==> config.mk <==
export PLATFORM = sky130hd
export DESIGN_NAME = fifo_pool_with_delete_by_key_top
export DESIGN_NICKNAME = d
export VERILOG_FILES = /design/src/hdl/fpd_pkg.sv /design/src/hdl/fifo_pool_with_delete_by_key_top.sv /design/src/hdl/fpd_ram.sv
export SDC_FILE = /design/constraint.sdc
export NUM_CORES = 2
export LEC_CHECK = 0
export BUFFER_PORTS_ARGS = -buffer_cell sky130_fd_sc_hd__buf_4
export CAP_MARGIN = 10
export CORE_ASPECT_RATIO = 2
export CORE_MARGIN = 8
export CORE_UTILIZATION = 37
export CTS_CLUSTER_SIZE = 12
export DETAILED_ROUTE_END_ITERATION = 6
export SLEW_MARGIN = 40
export SYNTH_ARGS = -nofsm -noshare
export SYNTH_HDL_FRONTEND = slang
export SYNTH_SLANG_ARGS = --single-unit
==> constraint.sdc <==
create_clock -name clock -period 8.3 [get_ports clock]
set_input_delay 1.66 -clock clock [delete_from_list [all_inputs] [get_ports clock]]
set_output_delay 1.66 -clock clock [all_outputs]
set_load 0.05 [all_outputs]
==> src/hdl/fpd_pkg.sv <==
// Shared codes and types for the linked-list queue with delete by key.
package fpd_pkg;

   // Operation codes carried in the request tuser.
   localparam logic [1:0] MODE_PUSH   = 2'd0;
   localparam logic [1:0] MODE_POP    = 2'd1;
   localparam logic [1:0] MODE_DELETE = 2'd2;
   localparam logic [1:0] MODE_QUERY  = 2'd3;

   // Status codes carried in the response tuser.
   localparam logic [1:0] STATUS_OK      = 2'd0;
   localparam logic [1:0] STATUS_FULL    = 2'd1;
   localparam logic [1:0] STATUS_EMPTY   = 2'd2;
   localparam logic [1:0] STATUS_MISSING = 2'd3;

   // Widths of the fixed payload fields.
   localparam int unsigned VALUE_W     = 32;
   localparam int unsigned OCCUPANCY_W = 7;

   // Sequencer states.
   typedef enum logic [3:0] {
      ST_INIT,
      ST_IDLE,
      ST_PUSH_RD,
      ST_PUSH_WR,
      ST_PUSH_LINK,
      ST_POP_RD,
      ST_POP_USE,
      ST_WALK_RD,
      ST_WALK_CMP,
      ST_UNLINK,
      ST_RELEASE,
      ST_DONE
   } state_type;

endpackage

==> src/hdl/fifo_pool_with_delete_by_key_top.sv <==
// Top level of the linked-list identifier queue with push, pop, delete and query.
//
// The block keeps an ordered queue of 32-bit identifiers in a pool of POOL_SIZE
// linked nodes, with unused nodes held on a spare list. Each request word carries
// an operation in tuser (push, pop, delete first match, query) and an identifier
// or key in tdata; each request gives exactly one response word with a status, the
// popped identifier and the queue occupancy. One request is worked on at a time and
// the request side is not ready meanwhile. Push reads the spare head, stores the
// identifier and makes the node the queue tail; pop reads the head, advances past it
// and releases it to the spare list; a failing push or pop goes straight to the
// response. Delete and query walk the queue through the value and link memories,
// one node at a time on their single read port, up to the first match or the tail;
// a delete then unlinks the matched node and releases it. After reset the block runs
// a clearing pass that builds the initial spare list in the link memory; requests
// are not accepted during it. A finished response waits in an output register, so
// the next request is taken while it is still pending.
module fifo_pool_with_delete_by_key_top #(
   parameter int unsigned POOL_SIZE = 64
) (
   input  logic        clock,
   input  logic        reset,
   input  logic        req_tvalid,
   output logic        req_tready,
   input  logic [31:0] req_tdata,   // [31:0] item_value
   input  logic [1:0]  req_tuser,   // [1:0] mode
   output logic        rsp_tvalid,
   input  logic        rsp_tready,
   output logic [39:0] rsp_tdata,   // [31:0] popped_value, [38:32] occupancy, [39] zero
   output logic [1:0]  rsp_tuser    // [1:0] status
);

   import fpd_pkg::*;

   localparam int unsigned IW = $clog2(POOL_SIZE);
   localparam int unsigned CW = $clog2(POOL_SIZE + 1);
   localparam logic [IW-1:0] LAST_NODE = IW'(POOL_SIZE - 1);

   // Next node index in pool order, wrapping at the end.
   function automatic logic [IW-1:0] next_index(input logic [IW-1:0] idx);
      return (idx == LAST_NODE) ? '0 : IW'(idx + 1'b1);
   endfunction

   state_type            state_ff, state_in;
   logic [1:0]           mode_ff, mode_in;
   logic [VALUE_W-1:0]   key_ff, key_in;
   logic [IW-1:0]        cur_ff, cur_in;
   logic [IW-1:0]        prev_ff, prev_in;
   logic                 has_prev_ff, has_prev_in;
   logic [CW-1:0]        steps_ff, steps_in;
   logic [IW-1:0]        nxt_ff, nxt_in;
   logic [IW-1:0]        init_ff, init_in;
   logic [IW-1:0]        qfirst_ff, qfirst_in;
   logic [IW-1:0]        qlast_ff, qlast_in;
   logic [CW-1:0]        qcount_ff, qcount_in;
   logic [IW-1:0]        sfirst_ff, sfirst_in;
   logic [IW-1:0]        slast_ff, slast_in;
   logic [CW-1:0]        scount_ff, scount_in;
   logic [1:0]           status_ff, status_in;
   logic [VALUE_W-1:0]   popped_ff, popped_in;
   logic                 rsp_valid_ff, rsp_valid_in;
   logic [1:0]           rsp_status_ff, rsp_status_in;
   logic [VALUE_W-1:0]   rsp_popped_ff, rsp_popped_in;
   logic [OCCUPANCY_W-1:0] rsp_occ_ff, rsp_occ_in;

   // Memory ports.
   logic                 val_we;
   logic [IW-1:0]        val_waddr;
   logic [VALUE_W-1:0]   val_wdata;
   logic [VALUE_W-1:0]   val_rdata;
   logic                 link_we;
   logic [IW-1:0]        link_waddr;
   logic [IW-1:0]        link_wdata;
   logic [IW-1:0]        link_rdata;
   logic [IW-1:0]        rd_addr;

   fpd_ram #(.WIDTH(VALUE_W), .DEPTH(POOL_SIZE)) u_value_ram (
      .clock   (clock),
      .wr_en   (val_we),
      .wr_addr (val_waddr),
      .wr_data (val_wdata),
      .rd_addr (rd_addr),
      .rd_data (val_rdata)
   );

   fpd_ram #(.WIDTH(IW), .DEPTH(POOL_SIZE)) u_link_ram (
      .clock   (clock),
      .wr_en   (link_we),
      .wr_addr (link_waddr),
      .wr_data (link_wdata),
      .rd_addr (rd_addr),
      .rd_data (link_rdata)
   );

   // Control registers.
   always_ff @(posedge clock) begin
      if (reset) begin
         state_ff     <= ST_INIT;
         init_ff      <= '0;
         qfirst_ff    <= '0;
         qlast_ff     <= '0;
         qcount_ff    <= '0;
         sfirst_ff    <= '0;
         slast_ff     <= LAST_NODE;
         scount_ff    <= CW'(POOL_SIZE);
         rsp_valid_ff <= 1'b0;
      end else begin
         state_ff     <= state_in;
         init_ff      <= init_in;
         qfirst_ff    <= qfirst_in;
         qlast_ff     <= qlast_in;
         qcount_ff    <= qcount_in;
         sfirst_ff    <= sfirst_in;
         slast_ff     <= slast_in;
         scount_ff    <= scount_in;
         rsp_valid_ff <= rsp_valid_in;
      end
   end

   // Working and payload registers.
   always_ff @(posedge clock) begin
      mode_ff       <= mode_in;
      key_ff        <= key_in;
      cur_ff        <= cur_in;
      prev_ff       <= prev_in;
      has_prev_ff   <= has_prev_in;
      steps_ff      <= steps_in;
      nxt_ff        <= nxt_in;
      status_ff     <= status_in;
      popped_ff     <= popped_in;
      rsp_status_ff <= rsp_status_in;
      rsp_popped_ff <= rsp_popped_in;
      rsp_occ_ff    <= rsp_occ_in;
   end

   // Sequencer: next state, list updates and memory accesses.
   always_comb begin
      state_in      = state_ff;
      mode_in       = mode_ff;
      key_in        = key_ff;
      cur_in        = cur_ff;
      prev_in       = prev_ff;
      has_prev_in   = has_prev_ff;
      steps_in      = steps_ff;
      nxt_in        = nxt_ff;
      init_in       = init_ff;
      qfirst_in     = qfirst_ff;
      qlast_in      = qlast_ff;
      qcount_in     = qcount_ff;
      sfirst_in     = sfirst_ff;
      slast_in      = slast_ff;
      scount_in     = scount_ff;
      status_in     = status_ff;
      popped_in     = popped_ff;
      rsp_valid_in  = rsp_valid_ff & ~rsp_tready;
      rsp_status_in = rsp_status_ff;
      rsp_popped_in = rsp_popped_ff;
      rsp_occ_in    = rsp_occ_ff;
      val_we        = 1'b0;
      val_waddr     = cur_ff;
      val_wdata     = key_ff;
      link_we       = 1'b0;
      link_waddr    = cur_ff;
      link_wdata    = '0;
      rd_addr       = cur_ff;
      req_tready    = 1'b0;

      case (state_ff)
         // Clearing pass: each node links to the next one in pool order.
         ST_INIT: begin
            link_we    = 1'b1;
            link_waddr = init_ff;
            link_wdata = next_index(init_ff);
            init_in    = next_index(init_ff);
            if (init_ff == LAST_NODE) begin
               state_in = ST_IDLE;
            end
         end

         // Take a request word and check the cases that fail at once.
         ST_IDLE: begin
            req_tready = 1'b1;
            if (req_tvalid) begin
               mode_in     = req_tuser;
               key_in      = req_tdata;
               popped_in   = '0;
               status_in   = STATUS_OK;
               cur_in      = qfirst_ff;
               has_prev_in = 1'b0;
               steps_in    = '0;
               case (req_tuser)
                  MODE_PUSH: begin
                     if (scount_ff == '0) begin
                        status_in = STATUS_FULL;
                        state_in  = ST_DONE;
                     end else begin
                        state_in = ST_PUSH_RD;
                     end
                  end
                  MODE_POP: begin
                     if (qcount_ff == '0) begin
                        status_in = STATUS_EMPTY;
                        state_in  = ST_DONE;
                     end else begin
                        state_in = ST_POP_RD;
                     end
                  end
                  default: begin
                     status_in = STATUS_MISSING;
                     state_in  = ST_WALK_RD;
                  end
               endcase
            end
         end

         // Push: fetch the spare head's link.
         ST_PUSH_RD: begin
            rd_addr  = sfirst_ff;
            state_in = ST_PUSH_WR;
         end

         // Push: take the spare head, store the identifier and make it the tail.
         ST_PUSH_WR: begin
            cur_in     = sfirst_ff;
            sfirst_in  = link_rdata;
            scount_in  = scount_ff - 1'b1;
            val_we     = 1'b1;
            val_waddr  = sfirst_ff;
            link_we    = 1'b1;
            link_waddr = sfirst_ff;
            link_wdata = '0;
            if (qcount_ff == '0) begin
               qfirst_in = sfirst_ff;
               qlast_in  = sfirst_ff;
               qcount_in = qcount_ff + 1'b1;
               state_in  = ST_DONE;
            end else begin
               state_in = ST_PUSH_LINK;
            end
         end

         // Push: link the old tail to the new node.
         ST_PUSH_LINK: begin
            link_we    = 1'b1;
            link_waddr = qlast_ff;
            link_wdata = cur_ff;
            qlast_in   = cur_ff;
            qcount_in  = qcount_ff + 1'b1;
            state_in   = ST_DONE;
         end

         // Pop: fetch the head's value and link.
         ST_POP_RD: begin
            rd_addr  = qfirst_ff;
            state_in = ST_POP_USE;
         end

         // Pop: return the head and advance past it.
         ST_POP_USE: begin
            popped_in = val_rdata;
            qfirst_in = link_rdata;
            qcount_in = qcount_ff - 1'b1;
            cur_in    = qfirst_ff;
            state_in  = ST_RELEASE;
         end

         // Walk: stop after the last queued node, else fetch the current one.
         ST_WALK_RD: begin
            if (steps_ff == qcount_ff) begin
               state_in = ST_DONE;
            end else begin
               rd_addr  = cur_ff;
               state_in = ST_WALK_CMP;
            end
         end

         // Walk: compare the node with the key and step on if it differs.
         ST_WALK_CMP: begin
            if (val_rdata == key_ff) begin
               status_in = STATUS_OK;
               nxt_in    = link_rdata;
               state_in  = (mode_ff == MODE_DELETE) ? ST_UNLINK : ST_DONE;
            end else begin
               prev_in     = cur_ff;
               has_prev_in = 1'b1;
               cur_in      = link_rdata;
               steps_in    = steps_ff + 1'b1;
               state_in    = ST_WALK_RD;
            end
         end

         // Delete: bypass the found node; its predecessor may become the tail.
         ST_UNLINK: begin
            if (!has_prev_ff) begin
               qfirst_in = nxt_ff;
            end else begin
               link_we    = 1'b1;
               link_waddr = prev_ff;
               link_wdata = nxt_ff;
               if (cur_ff == qlast_ff) begin
                  qlast_in = prev_ff;
               end
            end
            qcount_in = qcount_ff - 1'b1;
            state_in  = ST_RELEASE;
         end

         // Append the freed node to the spare list.
         ST_RELEASE: begin
            if (scount_ff == '0) begin
               sfirst_in = cur_ff;
            end else begin
               link_we    = 1'b1;
               link_waddr = slast_ff;
               link_wdata = cur_ff;
            end
            slast_in  = cur_ff;
            scount_in = scount_ff + 1'b1;
            state_in  = ST_DONE;
         end

         // Hand the result to the output register once it is free.
         ST_DONE: begin
            if (!rsp_valid_ff || rsp_tready) begin
               rsp_valid_in  = 1'b1;
               rsp_status_in = status_ff;
               rsp_popped_in = popped_ff;
               rsp_occ_in    = OCCUPANCY_W'(qcount_ff);
               state_in      = ST_IDLE;
            end
         end

         default: begin
            state_in = ST_IDLE;
         end
      endcase
   end

   // Response word.
   assign rsp_tvalid = rsp_valid_ff;
   assign rsp_tuser  = rsp_status_ff;
   assign rsp_tdata  = {1'b0, rsp_occ_ff, rsp_popped_ff};

endmodule

==> src/hdl/fpd_ram.sv <==
// Single-port-write, single-port-read memory with a registered read.
module fpd_ram #(
   parameter int unsigned WIDTH = 32,
   parameter int unsigned DEPTH = 64
) (
   input  logic                     clock,
   input  logic                     wr_en,
   input  logic [$clog2(DEPTH)-1:0] wr_addr,
   input  logic [WIDTH-1:0]         wr_data,
   input  logic [$clog2(DEPTH)-1:0] rd_addr,
   output logic [WIDTH-1:0]         rd_data
);

   logic [WIDTH-1:0] mem [DEPTH];
   logic [WIDTH-1:0] rd_data_ff;

   // Write port.
   always_ff @(posedge clock) begin
      if (wr_en) begin
         mem[wr_addr] <= wr_data;
      end
   end

   // Read port, data valid in the cycle after the address.
   always_ff @(posedge clock) begin
      rd_data_ff <= mem[rd_addr];
   end

   assign rd_data = rd_data_ff;

endmodule
* Word level (Yosys, flattened, before mapping)
Memories as Yosys holds them, arrays and structs flattened. A register that Yosys moved wholly into a read port is not among the register bits.
Cells that the tools add are included.
** Operators by class
- Shifts and indexed selects :: 0
- Div/mod/pow operators :: 0
- Mux-type cells :: 59
- $mul :: 0
- Bitwise logic cells :: 3
- Reductions and logical operators :: 29
- $add $sub $neg :: 6
- Equality and inequality tests :: 27
- Order comparisons :: 0
** Operators by type and width (count)
- 6-bit two-way mux :: 13
- 32-bit case mux with 2 select lines :: 1
- 6-bit case mux with 4 select lines :: 2
- 4-bit case mux with 10 select lines :: 1
- 6-bit case mux with 3 select lines :: 2
- 32-bit == test :: 1
- 32-bit two-way mux :: 1
- 6-bit case mux with 5 select lines :: 1
- 4-bit two-way mux :: 7
- 7-bit case mux with 2 select lines :: 2
- 6-bit case mux with 2 select lines :: 2
- 7-bit by 1-bit adder with 7-bit output, second input constant :: 3
- 7-bit two-way mux :: 3
- 7-bit case mux with 3 select lines :: 1
- 2-bit inequality test, second input constant :: 10
- 4-bit by 3-bit == test with 1-bit output, second input constant :: 4
- 4-bit == test, second input constant :: 4
- 3-bit AND reduction :: 5
- 7-bit logical NOT :: 2
- 2-bit AND reduction :: 7
- 7-bit by 1-bit subtractor with 7-bit output, second input constant :: 2
- 1-bit two-way mux :: 13
- 2-bit two-way mux :: 5
- 3-bit nonzero test :: 3
- 23 further kinds :: 29
** Storage, ports and cells
- Latch bits :: 0
- Bits in read-only memories :: 0
- Output and inout port bits :: 44
- Memories :: 2
- Flip-flop bits (word level) :: 184
- Word-level logic and storage cells :: 147
- Bits of input ports :: 38
- Bits in writable memories :: 2432
** Memory list
- u_value_ram.mem :: depth 64, width 32, read ports 1, clocked after memory_dff 1, write ports 1, RTL line fpd_ram.sv:14 : logic [WIDTH-1:0] mem [DEPTH];
- u_link_ram.mem :: depth 64, width 6, read ports 1, clocked after memory_dff 1, write ports 1, RTL line fpd_ram.sv:14

* Logic depth before layout (Yosys ltp)
- Depth after elaboration :: 5
- Gate-level depth with buffers :: 15
- Gate-level depth less buffers :: 13

* Modules after synthesis
Synthesis repeated with hierarchy kept, for this count alone.
** Second synthesis, totals
- Cell total of the unflattened synthesis :: 4776
- Area total of the unflattened synthesis :: 102186.8 µm²
** By module, submodules not included
- fpd_ram (u_value_ram) :: times used 1, area an instance 78515.3 µm², cells each 3324, seq. area each 62139.6 µm²
- fpd_ram (u_link_ram) :: times used 1, area an instance 15225.9 µm², cells each 720, seq. area each 11651.2 µm²
- fifo_pool_with_delete_by_key_top :: times used 1, area an instance 8445.6 µm², cells each 732, seq. area each 5034.8 µm²

* Least setup slack after synthesis
OpenSTA, ideal clock, no wires.
- Path type :: register to register
- From :: register state_ff[0]
- To :: memory u_link_ram.mem[0][5] (netlist bit) (data pin)
- Period minus slack after synthesis :: 5030 ps
- Cell stages (with the launch flop) :: 6
- Data required time :: 7598 ps
- Slack :: 3270 ps
- Buffers on the path :: 2
- Arrival time :: 4329 ps
- Setup time :: 702 ps
- Cell sequence :: dfxtp_1 > buf_6 > buf_2 > nor4_1 > o21ai_0 > o21ai_0
** Between the ends
- Word-level cells in the longest chain between the ends :: 2
- Elaborated cells between the ends (all ways) :: 5
- Classes of those cells :: 3 x eq/ne; 1 x mux; 1 x reduce/logical
** Ends and longest elaborated chain
- start: declaration :: RTL line fifo_pool_with_delete_by_key_top.sv:43 : state_type state_ff, state_in;
- start signal: assignment :: RTL line fifo_pool_with_delete_by_key_top.sv:107 : state_ff <= state_in;
- 4-bit == test, or another cell as far along :: RTL line fifo_pool_with_delete_by_key_top.sv:167 : case (state_ff)
- 6-bit case mux with 4 select lines * :: RTL line fifo_pool_with_delete_by_key_top.sv:167
- net link_wdata[5] :: RTL line fifo_pool_with_delete_by_key_top.sv:72 : logic [IW-1:0] link_wdata;
- end: declaration :: RTL line fpd_ram.sv:14
The timed path passes the listed nets; every way through them passes the cells marked *.

* Worst setup path in the final report
- From :: register state_ff[3]
- To :: register u_value_ram.rd_data_ff[20] (netlist: u_value_ram.rd_data[20]), read port of u_value_ram.mem
** Between the ends
- Word-level cells in the longest chain between the ends :: 2
- Elaborated cells between the ends (all ways) :: 3
- Classes of those cells :: 2 x eq/ne; 1 x mux
** Ends and longest elaborated chain
- 4-bit by 3-bit == test with 1-bit output / 4-bit by 2-bit == test with 1-bit output (equally long branches) :: RTL line fifo_pool_with_delete_by_key_top.sv:167
- 6-bit case mux with 2 select lines * :: RTL line fifo_pool_with_delete_by_key_top.sv:167
- end: declaration :: RTL line fpd_ram.sv:15 : logic [WIDTH-1:0] rd_data_ff;
Mark *: on every way between the ends. The rest lies on a longest branch, timed or not.
A chain may end at the register's enable or synchronous reset.

==> flow_summary.toml <==
[worst_setup_path]
path_class = "flop to flop"
worstPathRequired_ps = 8990
arrival_ps = 5570
startpoint_type = "flop"
cp_max_fo = 43
end_kind = "flop"

[run]
max_cap_violations = 0

[global_routing]
grt_overflow = 0
track_usage_pct = 20.2
grt_pass1_vias = 62248
antenna_found_initial = 10
grt_max_degree = 151
grt_pass1_wl_um = 449000

[timing]
final_max_slew_viol_count = 0
finalCriticalPeriod_ps = 4880
period_share_pct = 58.7
worst_pin_slew_ps = 1000
setup_viol = 0
fin_skew_ps = 61.7
fmax_ghz = 0.205
slew_headroom_pct = 33.2
hold_viol_final = 0
rsz0062_at_grt = "false"
finalSetupTns_ps = 0

[power_and_ir_drop]
leakage_nw = 38.5
p_total_mw = 25.6
vdd_drop_max_mv = 0.154
power_density_mw_per_mm2 = 217

[cts]
clkTransAtPathRegs_ps = 60
insertion_delay_ps = 850
cts.hold.buffers_added = 0
cts_setup_buffers = 0
clockBufferDepth = 4
cts_made_buffers = 269
clock-sinks = 2654
cts_tree = "done"
ctsHtreeMaxLevel = 5
post_cts_resized = 0
clockRootBuffer = "clkbuf_16"

[detailed_routing]
drc = 0
routed-via-count = 65137
drtPass1Iterations = 7
drt_iter0_markers = 8642
wl_per_cell_um = 27.9
ant_nets = 0
routed_wl_um = 317000
vias_per_cell = 5.74

[die]
core-area_sq_mm = 0.282
io_pins = 82
start_util_pct = 37.1
die_w_um = 392
rows = 276
chipHeight_um = 768
die_area_sq_mm = 0.301

[synthesis]
synth-edff-count = 2567
syn_inst = 7370
synth_warnings = 0
async_flop_share_pct = 0
yosysSeqAreaShare_pct = 75.3
yosys.area.top_type_share_pct = 73.7
synth_largest_area_cell = "edfxtp_1"
synth_cell_types = 82
ys_ff_latch = 2654
synth_area_leaders = "edfxtp_1 74%, nand2_1 6.2%, mux2i_1 3.3%"
syn-cell-area_sq_mm = 0.105
syn_avg_cell_area_sq_um = 14.2
synthFlopType = "edfxtp_1"
syn_nets = 7422

[final_layout]
finalNetCount = 7518
drive_gt1_share_pct = 10.2
final_cell_mix = "2567 x edfxtp_1, 1713 x nand2_1, 483 x nand3_1"
fill_cells = 25475
final_common_cell = "edfxtp_1"
syn_to_final_growth_pct = 13.0
fin_area_sq_mm = 0.118

[place]
io_buffers = 80
dpl.hpwl_um = 170000
place.gp.congestion = 0.856
placed_area_sq_mm = 0.110

[outcome]
status = "finished clean"

[min_path]
min_path_type = "flop to flop"
## sequential cells by signal, summed over array words and instances, names as in the netlist, 2 cells and up
name	flops
qlast_ff	6
scount_ff	7
status_ff	2
popped_ff	32
cur_ff	6
prev_ff	6
rsp_tuser	2
steps_ff	7
qcount_ff	7
rsp_occ_ff	7
u_value_ram.rd_data	32
key_ff	32
rsp_popped_ff	32
init_ff	6
u_value_ram.mem	2048
slast_ff	6
nxt_ff	6
qfirst_ff	6
mode_ff	2
u_link_ram.rd_data	6
sfirst_ff	6
u_link_ram.mem	384
state_ff	4
## area by class of cell
type	instances	area (sq um)	share of cell area, %
clock inverters	26	226	0.192
repair buffers	298	2700	2.28
multi-input cells	4229	24400	20.6
diodes	2	5.00	0.00423
flip-flops and latches	2654	78800	66.7
clock buffers	375	7330	6.20
inverters	14	55.1	0.0466
well taps	3753	4700	3.97
## path summary, 6_finish.rpt
check | start | endpoint | slack, ps | cells after the start
setup / recovery | state_ff[3] | u_value_ram.rd_data[20] | 3420 | 11
hold / removal | popped_ff[18] | rsp_popped_ff[18] | 420 | 0
hold reg to reg | popped_ff[18] | rsp_popped_ff[18] | 420 | 0
setup reg to reg | state_ff[3] | u_value_ram.rd_data[20] | 3420 | 11
## power breakdown
part	total, mW	switching [mW]	internal (mW)
sequential	14.5	0.00472	14.5
combinational	0.110	0.0847	0.0253
clock	11.0	4.85	6.15
## metal layers
| metal | share of wire, % | wire length [um] | track usage [%] |
|---|---|---|---|
| met5 | 0.0041 | 13 | 0 |
| met2 | 47 | 150000 | 32.8 |
| met1 | 40 | 126000 | 27.5 |
| met4 | 4.0 | 12700 | 7.38 |
| met3 | 8.7 | 27700 | 3.00 |
## per-stage QoR
step           utilization [%]  cells  worst slack, ps  hold WS [ps]
2_1_floorplan                -   7370             3270           400
3_3_place_gp              39.1  10934             3190           401
3_5_place_dp              39.2  10940             3480           405
4_1_cts                   41.9  11341             3500           414
5_1_grt                   41.9  11350             3170           420
6_report                  41.9  11351             3420           415
## worst max-delay path, cell delays in order (launching register included)
cell	delay (ps)
dfxtp_4	510
or4b_1	630
nand3_1	330
nand2_2	90
buf_4	270
nor2_4	780
buf_12	300
buf_4	410
a31oi_1	160
nand3_1	120
nand4_1	460
mux2_2	490
## kinds of logic after synthesis
kind of cell               synth area share [%]
and+or+nand+nor                            11.7
DFF                                        75.3
AOI/OAI and AO/OA                          6.19
buffers and inverters                      2.09
muxes                                      3.86
xor gates and xnor gates                  0.578
adders and majority gates                 0.182
other                                   0.00358
## synth_stat cells, drive strengths merged, types with 22 or more instances
master / count
o21ai: 45
a31oi: 177
a222oi: 45
xor2: 25
nand3: 484
nor2: 224
edfxtp: 2567
and2: 36
dfxtp: 87
mux2: 55
a32oi: 158
and3: 22
nand4: 121
xnor2: 44
a21oi: 212
clkbuf: 225
buf: 248
nor3: 44
mux2i: 342
a22oi: 34
nand2: 1721
a221oi: 23
o22ai: 102
nor4: 90
Power figures use the tool's default switching activity.
